<file path="src/design/dtpr_pkg.sv">
// types and constants for the delimited text packet receiver
// no dependencies; used by dtpr_ctrl and the top level
`timescale 1ns / 1ps
`default_nettype none
package dtpr_pkg;

  typedef enum logic [1:0] {
    PH_IDLE    = 2'd0,
    PH_PAYLOAD = 2'd1,
    PH_TAIL    = 2'd2
  } phase_t;

  localparam logic [1:0] REQ_BYTE  = 2'd0;
  localparam logic [1:0] REQ_CLEAR = 2'd1;
  localparam logic [1:0] REQ_READ  = 2'd2;

  localparam logic [1:0] CFG_START      = 2'd0;
  localparam logic [1:0] CFG_FIRST_END  = 2'd1;
  localparam logic [1:0] CFG_SECOND_END = 2'd2;

  localparam logic [7:0] START_RST      = 8'd64;
  localparam logic [7:0] FIRST_END_RST  = 8'd13;
  localparam logic [7:0] SECOND_END_RST = 8'd10;
  localparam logic [7:0] TERMINATOR     = 8'd0;

  localparam int         LEN_W   = 7;
  localparam logic [6:0] LEN_MAX = 7'd127;

  typedef struct packed {
    logic [1:0] req_type;
    logic [7:0] rx_byte;
    logic [6:0] read_index;
  } in_item_t;

  typedef struct packed {
    logic [7:0] read_data;
    logic       packet_ready;
    logic [6:0] packet_length;
    logic [1:0] receive_phase;
    logic       overflowed;
  } out_item_t;

  typedef struct packed {
    logic       is_read;
    logic       packet_ready;
    logic [6:0] packet_length;
    logic [1:0] receive_phase;
    logic       overflowed;
  } status_t;

endpackage
`default_nettype wire

</file>
<file path="src/design/dtpr_ram.sv">
// generic single write port, single read port ram with registered read
// no dependencies
`timescale 1ns / 1ps
`default_nettype none
module dtpr_ram #(
  parameter int WIDTH = 8,
  parameter int DEPTH = 128
) (
  input  wire logic                     clk,
  input  wire logic                     we,
  input  wire logic [$clog2(DEPTH)-1:0] waddr,
  input  wire logic [WIDTH-1:0]         wdata,
  input  wire logic                     re,
  input  wire logic [$clog2(DEPTH)-1:0] raddr,
  output logic      [WIDTH-1:0]         rdata
);

  logic [WIDTH-1:0] mem_r [DEPTH];
  logic [WIDTH-1:0] rdata_r;

  always_ff @(posedge clk) begin
    if (we) begin
      mem_r[waddr] <= wdata;
    end
    if (re) begin
      rdata_r <= mem_r[raddr];
    end
  end

  assign rdata = rdata_r;

endmodule
`default_nettype wire

</file>
<file path="src/design/dtpr_ctrl.sv">
// framing control: config registers, receive phase, write pointer, flags
// drives the packet store ports; uses dtpr_pkg
`timescale 1ns / 1ps
`default_nettype none
module dtpr_ctrl #(
  parameter int STORE_BYTES = 128
) (
  input  wire logic                           clk,
  input  wire logic                           rst_n,
  input  wire logic                           cfg_wr,
  input  wire logic [1:0]                     cfg_index,
  input  wire logic [7:0]                     cfg_data,
  input  wire logic                           accept,
  input  wire dtpr_pkg::in_item_t             item,
  output logic                                mem_we,
  output logic      [$clog2(STORE_BYTES)-1:0] mem_waddr,
  output logic      [7:0]                     mem_wdata,
  output logic                                mem_re,
  output logic      [$clog2(STORE_BYTES)-1:0] mem_raddr,
  output dtpr_pkg::status_t                   status
);

  localparam int AW = $clog2(STORE_BYTES);
  localparam int HW = AW + 1;
  localparam int CW = (HW > 7) ? HW : 7;
  localparam int WW = (AW > 7) ? AW : 7;

  logic [7:0] start_r, first_end_r, second_end_r;
  dtpr_pkg::phase_t phase_r, phase_nxt;
  logic [AW-1:0] wp_r, wp_nxt;
  logic [HW-1:0] hwm_r, hwm_nxt;
  logic ready_r, ready_nxt;
  logic ovf_r, ovf_nxt;
  logic store_byte, store_term;
  logic [HW-1:0] wp_inc;
  logic [WW-1:0] wp_ext;
  logic [CW-1:0] idx_ext, hwm_ext;

  always_ff @(posedge clk) begin
    if (!rst_n) begin
      start_r      <= dtpr_pkg::START_RST;
      first_end_r  <= dtpr_pkg::FIRST_END_RST;
      second_end_r <= dtpr_pkg::SECOND_END_RST;
    end else if (cfg_wr) begin
      unique case (cfg_index)
        dtpr_pkg::CFG_START:      start_r      <= cfg_data;
        dtpr_pkg::CFG_FIRST_END:  first_end_r  <= cfg_data;
        dtpr_pkg::CFG_SECOND_END: second_end_r <= cfg_data;
        default: ;
      endcase
    end
  end

  // next state
  always_comb begin
    phase_nxt  = phase_r;
    wp_nxt     = wp_r;
    ready_nxt  = ready_r;
    ovf_nxt    = ovf_r;
    store_byte = 1'b0;
    store_term = 1'b0;
    if (accept) begin
      unique case (item.req_type)
        dtpr_pkg::REQ_BYTE: begin
          unique case (phase_r)
            dtpr_pkg::PH_IDLE: begin
              if (item.rx_byte == start_r && !ready_r) begin
                phase_nxt = dtpr_pkg::PH_PAYLOAD;
                wp_nxt    = '0;
                ovf_nxt   = 1'b0;
              end
            end
            dtpr_pkg::PH_PAYLOAD: begin
              if (item.rx_byte == first_end_r) begin
                phase_nxt = dtpr_pkg::PH_TAIL;
              end else if (wp_r < AW'(STORE_BYTES - 1)) begin
                store_byte = 1'b1;
                wp_nxt     = wp_r + 1'b1;
              end else begin
                ovf_nxt = 1'b1;
              end
            end
            dtpr_pkg::PH_TAIL: begin
              if (item.rx_byte == second_end_r) begin
                store_term = 1'b1;
                phase_nxt  = dtpr_pkg::PH_IDLE;
                ready_nxt  = 1'b1;
              end
            end
            default: phase_nxt = dtpr_pkg::PH_IDLE;
          endcase
        end
        dtpr_pkg::REQ_CLEAR: ready_nxt = 1'b0;
        default: ;
      endcase
    end
  end

  // entries at or above the high-water mark were never written and read as zero
  assign wp_inc  = HW'(wp_r) + 1'b1;
  assign hwm_nxt = ((store_byte || store_term) && wp_inc > hwm_r) ? wp_inc : hwm_r;

  always_ff @(posedge clk) begin
    if (!rst_n) begin
      phase_r <= dtpr_pkg::PH_IDLE;
      wp_r    <= '0;
      hwm_r   <= '0;
      ready_r <= 1'b0;
      ovf_r   <= 1'b0;
    end else begin
      phase_r <= phase_nxt;
      wp_r    <= wp_nxt;
      hwm_r   <= hwm_nxt;
      ready_r <= ready_nxt;
      ovf_r   <= ovf_nxt;
    end
  end

  assign wp_ext  = WW'(wp_nxt);
  assign idx_ext = CW'(item.read_index);
  assign hwm_ext = CW'(hwm_r);

  // outputs
  always_comb begin
    mem_we    = store_byte || store_term;
    mem_waddr = wp_r;
    mem_wdata = store_term ? dtpr_pkg::TERMINATOR : item.rx_byte;
    mem_re    = accept && (item.req_type == dtpr_pkg::REQ_READ);
    mem_raddr = AW'(item.read_index);
    status.is_read       = mem_re && (idx_ext < hwm_ext);
    status.packet_ready  = ready_nxt;
    status.packet_length = (wp_ext > WW'(dtpr_pkg::LEN_MAX)) ? dtpr_pkg::LEN_MAX
                                                             : wp_ext[dtpr_pkg::LEN_W-1:0];
    status.receive_phase = phase_nxt;
    status.overflowed    = ovf_nxt;
  end

endmodule
`default_nettype wire

</file>
<file path="src/design/delimited_text_packet_receiver.sv">
// pipeline: an item's result passes the store read stage (s1) and then the output register
// throughput: one item per cycle while in_stall is low; every item does at most one access to the packet store ram
// reset: synchronous, active low; config returns to '@', CR, LF, receiver goes idle
// the store needs no clearing pass: a high-water mark makes unwritten entries read as zero
// top level; instantiates dtpr_ctrl and dtpr_ram, uses dtpr_pkg
`timescale 1ns / 1ps
`default_nettype none
module delimited_text_packet_receiver #(
  parameter int STORE_BYTES = 128
) (
  input  wire logic                 clk,
  input  wire logic                 rst_n,
  input  wire logic                 cfg_valid,
  output logic                      cfg_ready,
  input  wire logic [1:0]           cfg_index,
  input  wire logic [7:0]           cfg_data,
  input  wire logic                 in_valid,
  output logic                      in_stall,
  input  wire dtpr_pkg::in_item_t   in_data,
  output logic                      out_valid,
  input  wire logic                 out_stall,
  output dtpr_pkg::out_item_t       out_data
);

  localparam int AW = $clog2(STORE_BYTES);

  logic accept, s1_adv;
  logic mem_we, mem_re;
  logic [AW-1:0] mem_waddr, mem_raddr;
  logic [7:0] mem_wdata, mem_rdata;
  dtpr_pkg::status_t status, s1_r;
  logic s1_v_r, s1_v_nxt, o_v_r, o_v_nxt;
  dtpr_pkg::out_item_t o_r, o_nxt;

  assign cfg_ready = 1'b1;

  assign s1_adv   = !o_v_r || !out_stall;
  assign in_stall = s1_v_r && !s1_adv;
  assign accept   = in_valid && !in_stall;

  dtpr_ctrl #(.STORE_BYTES(STORE_BYTES)) u_ctrl (
    .clk       (clk),
    .rst_n     (rst_n),
    .cfg_wr    (cfg_valid && cfg_ready),
    .cfg_index (cfg_index),
    .cfg_data  (cfg_data),
    .accept    (accept),
    .item      (in_data),
    .mem_we    (mem_we),
    .mem_waddr (mem_waddr),
    .mem_wdata (mem_wdata),
    .mem_re    (mem_re),
    .mem_raddr (mem_raddr),
    .status    (status)
  );

  dtpr_ram #(.WIDTH(8), .DEPTH(STORE_BYTES)) u_store (
    .clk   (clk),
    .we    (mem_we),
    .waddr (mem_waddr),
    .wdata (mem_wdata),
    .re    (mem_re),
    .raddr (mem_raddr),
    .rdata (mem_rdata)
  );

  always_comb begin
    s1_v_nxt = accept ? 1'b1 : (s1_adv ? 1'b0 : s1_v_r);
    o_v_nxt  = s1_adv ? s1_v_r : o_v_r;
    o_nxt.read_data     = s1_r.is_read ? mem_rdata : 8'd0;
    o_nxt.packet_ready  = s1_r.packet_ready;
    o_nxt.packet_length = s1_r.packet_length;
    o_nxt.receive_phase = s1_r.receive_phase;
    o_nxt.overflowed    = s1_r.overflowed;
  end

  always_ff @(posedge clk) begin
    if (!rst_n) begin
      s1_v_r <= 1'b0;
      o_v_r  <= 1'b0;
    end else begin
      s1_v_r <= s1_v_nxt;
      o_v_r  <= o_v_nxt;
    end
  end

  always_ff @(posedge clk) begin
    if (accept) begin
      s1_r <= status;
    end
    if (s1_adv && s1_v_r) begin
      o_r <= o_nxt;
    end
  end

  assign out_valid = o_v_r;
  assign out_data  = o_r;

endmodule
`default_nettype wire
</file>
<file path="config.mk">
export PLATFORM = sky130hd
export DESIGN_NAME = delimited_text_packet_receiver
export DESIGN_NICKNAME = d
export VERILOG_FILES = /design/src/design/dtpr_pkg.sv /design/src/design/dtpr_ram.sv /design/src/design/dtpr_ctrl.sv /design/src/design/delimited_text_packet_receiver.sv
export SDC_FILE = /design/constraint.sdc
export NUM_CORES = 1
export LEC_CHECK = 0
export BUFFER_PORTS_ARGS = -buffer_cell sky130_fd_sc_hd__buf_2
export CORE_ASPECT_RATIO = 1.25
export CORE_MARGIN = 2
export CORE_UTILIZATION = 44
export DETAILED_ROUTE_END_ITERATION = 6
export PLACE_DENSITY_LB_ADDON = 0.05
export SETUP_SLACK_MARGIN = 0.1
export SLEW_MARGIN = 20
export SYNTH_ARGS = -nofsm -noshare
export SYNTH_HDL_FRONTEND = slang
export SYNTH_HIERARCHICAL = 1
export SYNTH_SLANG_ARGS = --single-unit
</file>
<file path="constraint.sdc">
create_clock -name clk -period 13.7 [get_ports clk]
set_input_delay 4.11 -clock clk [delete_from_list [all_inputs] [get_ports clk]]
set_output_delay 4.11 -clock clk [all_outputs]
set_load 0.005 [all_outputs]
</file>
---- Yosys cells after proc, flatten, opt, wreduce, memory -nomap -nowiden ----
Memory sizes are Yosys's and may differ from the RTL's. A register that Yosys moved wholly into a read port is not among the register bits.
Index checks and enable logic that the tools add are counted.
operators by class
  bitwise gates (word level) .............. 0
  div/mod/pow operators ................... 0
  $add $sub $neg .......................... 2
  equal/unequal tests ..................... 9
  $mul .................................... 0
  mux-type cells .......................... 36
  reductions and logical operators ........ 21
  shifts and indexed selects .............. 0
  order comparisons ....................... 4
operator list
  kind                                                   number
  two-way mux 7 bit                                      5
  equality test 8 bit                                    3
  two-way mux 1 bit                                      21
  one-hot mux 7 bit (2 select lines)                     1
  two-way mux 2 bit                                      5
  adder 7 x 1 -> 8 bit (second input constant)           1
  greater-than comparator 8 bit                          1
  less-than comparator 7 x 8 -> 1 bit                    1
  two-way mux 8 bit                                      1
  adder 7 x 1 -> 7 bit (second input constant)           1
  greater-than comparator 7 bit (second input constant)  1
  logical AND 1 bit                                      7
  less-than comparator 7 bit (second input constant)     1
  equality test 2 x 1 -> 1 bit (second input constant)   3
  equality test 2 bit (second input constant)            3
  zero test 2 bit                                        3
  one-hot mux 2 bit (3 select lines)                     1
  AND reduction 2 bit                                    3
  zero test 1 bit                                        5
  one-hot mux 1 bit (2 select lines)                     2
  logical OR 1 bit                                       2
  nonzero test 2 bit                                     1
word-level totals
  memory bits (read-only) ................. 0
  input bits .............................. 32
  memories kept ........................... 1
  register bits ........................... 76
  output and inout bits ................... 22
  bits in writable memories ............... 1024
  latch bits .............................. 0
  logic and storage cells ................. 93
memory list
  name           words  bits a word  rd ports  clocked after memory_dff  wr ports  RTL line        text
  u_store.mem_r  128    8            1         1                         1         dtpr_ram.sv:18  logic [WIDTH-1:0] mem_r [DEPTH];

---- Longest topological paths before layout ----
  word-level depth ........................ 10
  depth in mapped cells ................... 12
  gate-level depth less buffers ........... 11

---- By module ----
Netlist, hierarchy kept.
by module, submodules not included
  module                          cells an instance  area an instance (um2)  sequential area each (um2)  instances
  dtpr_ram                        1635               39745.6                 30989.7                     1
  dtpr_ctrl                       306                2708.8                  860.8                       1
  delimited_text_packet_receiver  49                 1076.0                  970.9                       1

---- Worst setup path before layout ----
No wires, ideal clock.
  kind .................................... input -> register
  start ................................... input out_stall
  end ..................................... memory u_store.mem_r[0][0] (data pin)
  data required time ...................... 12869 ps
  setup time .............................. 831 ps
  arrival ................................. 8363 ps
  slack ................................... 4506 ps
  path buffers ............................ 1
  stages .................................. 7
  cells stage by stage .................... and3_4 > nor2b_1 > nor3b_1 > and3_1 > and3_1 > buf_4 > nor2b_1
between the ends
  word-level cells in the longest chain between the ends .. 8
RTL lines
  item                    RTL line                              text
  start, declared         delimited_text_packet_receiver.sv:21  input wire logic out_stall,
  zero test 1 bit         delimited_text_packet_receiver.sv:37  assign s1_adv = !o_v_r || !out_stall;
  logical OR 1 bit        delimited_text_packet_receiver.sv:37
  zero test 1 bit         delimited_text_packet_receiver.sv:38  assign in_stall = s1_v_r && !s1_adv;
  logical AND 1 bit       delimited_text_packet_receiver.sv:38
  zero test 1 bit         delimited_text_packet_receiver.sv:39  assign accept = in_valid && !in_stall;
  logical AND 1 bit       delimited_text_packet_receiver.sv:39
  named net accept        delimited_text_packet_receiver.sv:27  logic accept, s1_adv;
  two-way mux 1 bit       dtpr_ctrl.sv:62                       if (accept) begin
  two-way mux 8 bit       dtpr_ctrl.sv:127                      mem_wdata = store_term ? dtpr_pkg::TERMINATOR : item.rx_byte;
  named net mem_wdata[0]  delimited_text_packet_receiver.sv:30  logic [7:0] mem_wdata, mem_rdata;
  end, declared           dtpr_ram.sv:18
The timed path passes the listed nets, and every way through them passes these cells.

---- Worst setup path after layout ----
  start ................................... input out_stall
  end ..................................... output in_stall
between the ends
  word-level cells in the longest chain between the ends .. 4
RTL lines
  item               RTL line                              text
  zero test 1 bit    delimited_text_packet_receiver.sv:37
  logical OR 1 bit   delimited_text_packet_receiver.sv:37
  zero test 1 bit    delimited_text_packet_receiver.sv:38
  logical AND 1 bit  delimited_text_packet_receiver.sv:38
  end, declared      delimited_text_packet_receiver.sv:18  output logic in_stall,
Every way passes these cells.

==> metrics.md <==
| Metric | Value |
|---|---|
| Static Leak | `0.0152 uW` |
| Post_cts resized | `0` |
| Sequential fraction of the synthesis area | `75.4%` |
| Post-route minimum period | `just under 9 ns` |
| CTS tree | `done` |
| Area contributors post-synth | `edfxtp_1 73%, mux4_2 17%, dfxtp_1 2.1%, nor2_1 1.2%, mux2i_1 0.64%` |
| RePlAce Congestion | `~0.77` |
| Post-synthesis mux area share | `18.2%` |
| Setup bufs post-CTS | `0` |
| Skew-Pair Late Insertion Delay | `0.70 ns` |
| Die X | `285 um` |
| Yosys cell types | `56` |
| CP arrival | `4.54 ns` |
| CP cell instances | `buf_2, and3_4, buf_2` |
| Cell Int Power | `5520 uW` |
| Synth top area share | `73.3%` |
| Clock Skew | `0.0245 ns` |
| Synth Register Bits | `around 1,100` |
| Slew of the pin with the lowest slew margin | `~1.0 ns` |
| Die ar. | `0.101 mm^2` |
| Relative slew slack | `31.0%` |
| Fmax achieved | `0.116 GHz` |
| Num CTS Buffers | `110` |
| Final HPWL DP | `63,700 um` |
| Clock power frac | `42.0%` |
| Area growth syn-to-layout | `12.2%` |
| Pins Over Slew Limit | `0` |
| Initial core utilization | `between 40 and 50%` |
| Final setup vio count | `0` |
| Most frequent cells in the layout | `1,063 x edfxtp_1, 336 x mux4_2, 136 x nor2_1, 112 x clkbuf_16, 48 x buf_2` |
| FP Rows | `around 130` |
| Wire per inst | `30.1 um` |
| Max Cap Viol | `0` |
| Synth Area in Simple Gates | `3.30%` |
| Complex-gate fraction of the synthesized area | `less than 1%` |
| Vias per std cell | `between 5 and 6` |
| Mapped cell area | `0.0435 mm^2` |
| Final nets | `approximately 2,100` |
| Status | `finished clean` |
| Post-DRT Antenna Nets | `0` |
| CP max stage delay | `0.18 ns` |
| Total GRT Usage | `a little over a fifth` |
| Fillers | `7,943` |
| Max VDD drop | `0.0864 mV` |
| Crit path max fanout | `3` |
| Pre-CTS setup slack | `4.89 ns` |
| Post-CTS Hold Buffers | `0` |
| Cell accounting for the most synthesized area | `edfxtp_1` |
| GRT overflow | `0` |
| Die Y-Extent | `between 300 and 400 um` |
| Final hold violations | `0` |
| Adder-Cell Fraction of Synth Area | `less than 1%` |
| Req. time, crit path | `~9.6 ns` |
| Ports | `54` |
| Antenna violations before repair | `4` |
| Clk root buf | `clkbuf_16` |
| TritonCTS Sinks | `1,108` |
| Syn avg cell area | `21.9 um^2` |
| Period utilization | `63.1%` |
| Post-synthesis xor/xnor area fraction | `less than 1%` |
| Power share of the sequential group | `approximately 53%` |
| Worst-path clk slew | `0.06 ns` |
| Final wirelength | `105,000 um` |
| First-pass GRT wire length | `around 150,000 um` |
| CORE AREA | `0.0985 mm^2` |
| Synth Instances | `roughly 2,000` |
| Slowest CP cell | `and3_4` |
| Worst setup EP type | `output pin` |
| Number of port buffers | `52` |
| Maximum clock insertion buffer count | `3` |
| Vias in the first global route | `21,056` |
| Gate power share | `4.7%` |
| Tightest Hold Check Type | `flop to flop` |
| RSZ-0062 raised after global routing | `false` |
| PwrDens | `143 mW/mm^2` |
| NetSw | `between 1000 and 1500 uW` |
| Via count | `20,090` |
| Tot Pwr | `6970 uW` |
| Hold WS | `about 0.42 ns` |
| Setup ws final | `5.05 ns` |
| Share of cells above drive strength 1 | `28.7%` |
| CP Launch Type | `input pin` |
| Drt pass-1 iters | `5` |
| Largest net degree at the start of global routing | `approximately 110` |
| Post-synth top flop | `edfxtp_1` |
| Synth Warn # | `6` |
| EDFF count, synth | `1,063` |
| Sw Ratio | `20.8%` |
| Async SR Flop Fraction | `0%` |
| Drt drc | `0` |
| Most used cell, CP | `buf_2` |
| Largest family of logic cells by synthesized area | `multiplexers` |
| Mapped Nets | `2,037` |
| # H-tree levels | `3` |
| Most common cell after layout, fill and taps aside | `edfxtp_1` |
| Fin Setup TNS | `0 ns` |
| DRT iter0 DRCs | `1,937` |
| Setup CP Type | `input pin to output pin` |
==> metal layers <==
metal | up-vias | part of all wire [%] | global-route usage (%)
met3 | 153 | 4.9 | 3.14
met4 | 4 | 3.1 | 7.66
li1 | 8461 | - | -
met2 | 618 | 51 | 35.0
met5 | - | 0.024 | 0
met1 | 10854 | 41 | 28.1
==> state kept, by name, indices dropped and copies added, names as in the netlist <==
register / flops
u_ctrl/ready_r: 1
o_nxt: 11
u_ctrl/mem_waddr: 7
out_valid: 1
u_store/rdata: 8
s1_r: 1
u_ctrl/second_end_r: 8
u_ctrl/start_r: 8
u_store/mem_r: 1024
u_ctrl/hwm_ext: 8
u_ctrl/first_end_r: 8
s1_v_r: 1
out_data: 19
u_ctrl/phase_r: 2
u_ctrl/ovf_r: 1
==> metrics by stage <==
step           utilization [%]  instances  cell area, um^2
3_5_place_dp              46.1       3279            45300
6_report                  49.6       3479            48800
2_1_floorplan                -       1990            43500
4_1_cts                   49.6       3478            48800
3_3_place_gp              46.0       3278            45300
5_1_grt                   49.6       3478            48800
==> final timing paths <==
check / depth (start not counted) / start / slack [ns] / endpoint
max: 3 / out_stall / 5.05 / in_stall
min: 0 / o_nxt[1]$_DFFE_PP_ / 0.42 / out_data[1]$_DFFE_PP_
max reg2reg: 10 / out_valid$_SDFFE_PN0P_ / 8.87 / u_store/mem_r[46][1]$_DFFE_PP_
min reg2reg: 0 / o_nxt[1]$_DFFE_PP_ / 0.42 / out_data[1]$_DFFE_PP_
==> power by group through the flow <==
stage                     logic [uW]  clock network (uW)  registers [uW]
after detailed placement         335                   0            3790
after CTS                        336                3010            3720
after floorplan                  204                   0            3800
after global placement           332                   0            3790
after global routing             346                3130            3720
final                            326                2930            3720
==> cells in the mapped netlist (2+ instances only) <==
cell type	count
a21o_1	2
a21oi_1	14
a31oi_1	4
and2_1	20
and3_1	3
buf_1	19
buf_2	15
buf_4	22
buf_6	2
clkbuf_1	52
dfxtp_1	45
edfxtp_1	1063
ha_1	15
inv_1	10
mux2_2	8
mux2i_1	28
mux4_2	336
nand2_1	37
nand2b_1	5
nand3_1	18
nand3b_1	2
nand4_1	9
nor2_1	136
nor2b_1	36
nor3_1	12
nor3b_1	3
nor4_1	2
nor4_4	2
o21ai_0	13
o21ai_1	4
xnor2_1	2
xor2_1	27
==> critical path: cells and delay by family <==
family	cells	cell delay, ns
and+or+nand+nor	1	0.18
buffers and inverters	2	0.24
==> layout make-up <==
type / instances / area, um^2 / share of cell area [%]
Inverter: 10 / 37.5 / 0.0769
Clock buffer: 141 / 2970 / 6.08
Clock inverter: 58 / 517 / 1.06
Multi-Input combinational cell: 762 / 10200 / 21.0
Tap cell: 1310 / 1640 / 3.36
Timing Repair Buffer: 89 / 601 / 1.23
Antenna cell: 1 / 2.50 / 0.00512
Sequential cell: 1108 / 32800 / 67.2
==> kinds of logic after synthesis <==
| group | after synthesis |
|---|---|
| AO/OA/AOI/OAI | 51 |
| adder cells (fa/ha/maj) | 15 |
| XOR/XNOR | 29 |
| other | 1 |
| flip-flops | 1108 |
| AND/OR/NAND/NOR | 294 |
| buffers and inverters | 120 |
| multiplexers | 372 |
No activity file was read; power rests on OpenSTA's default activity.
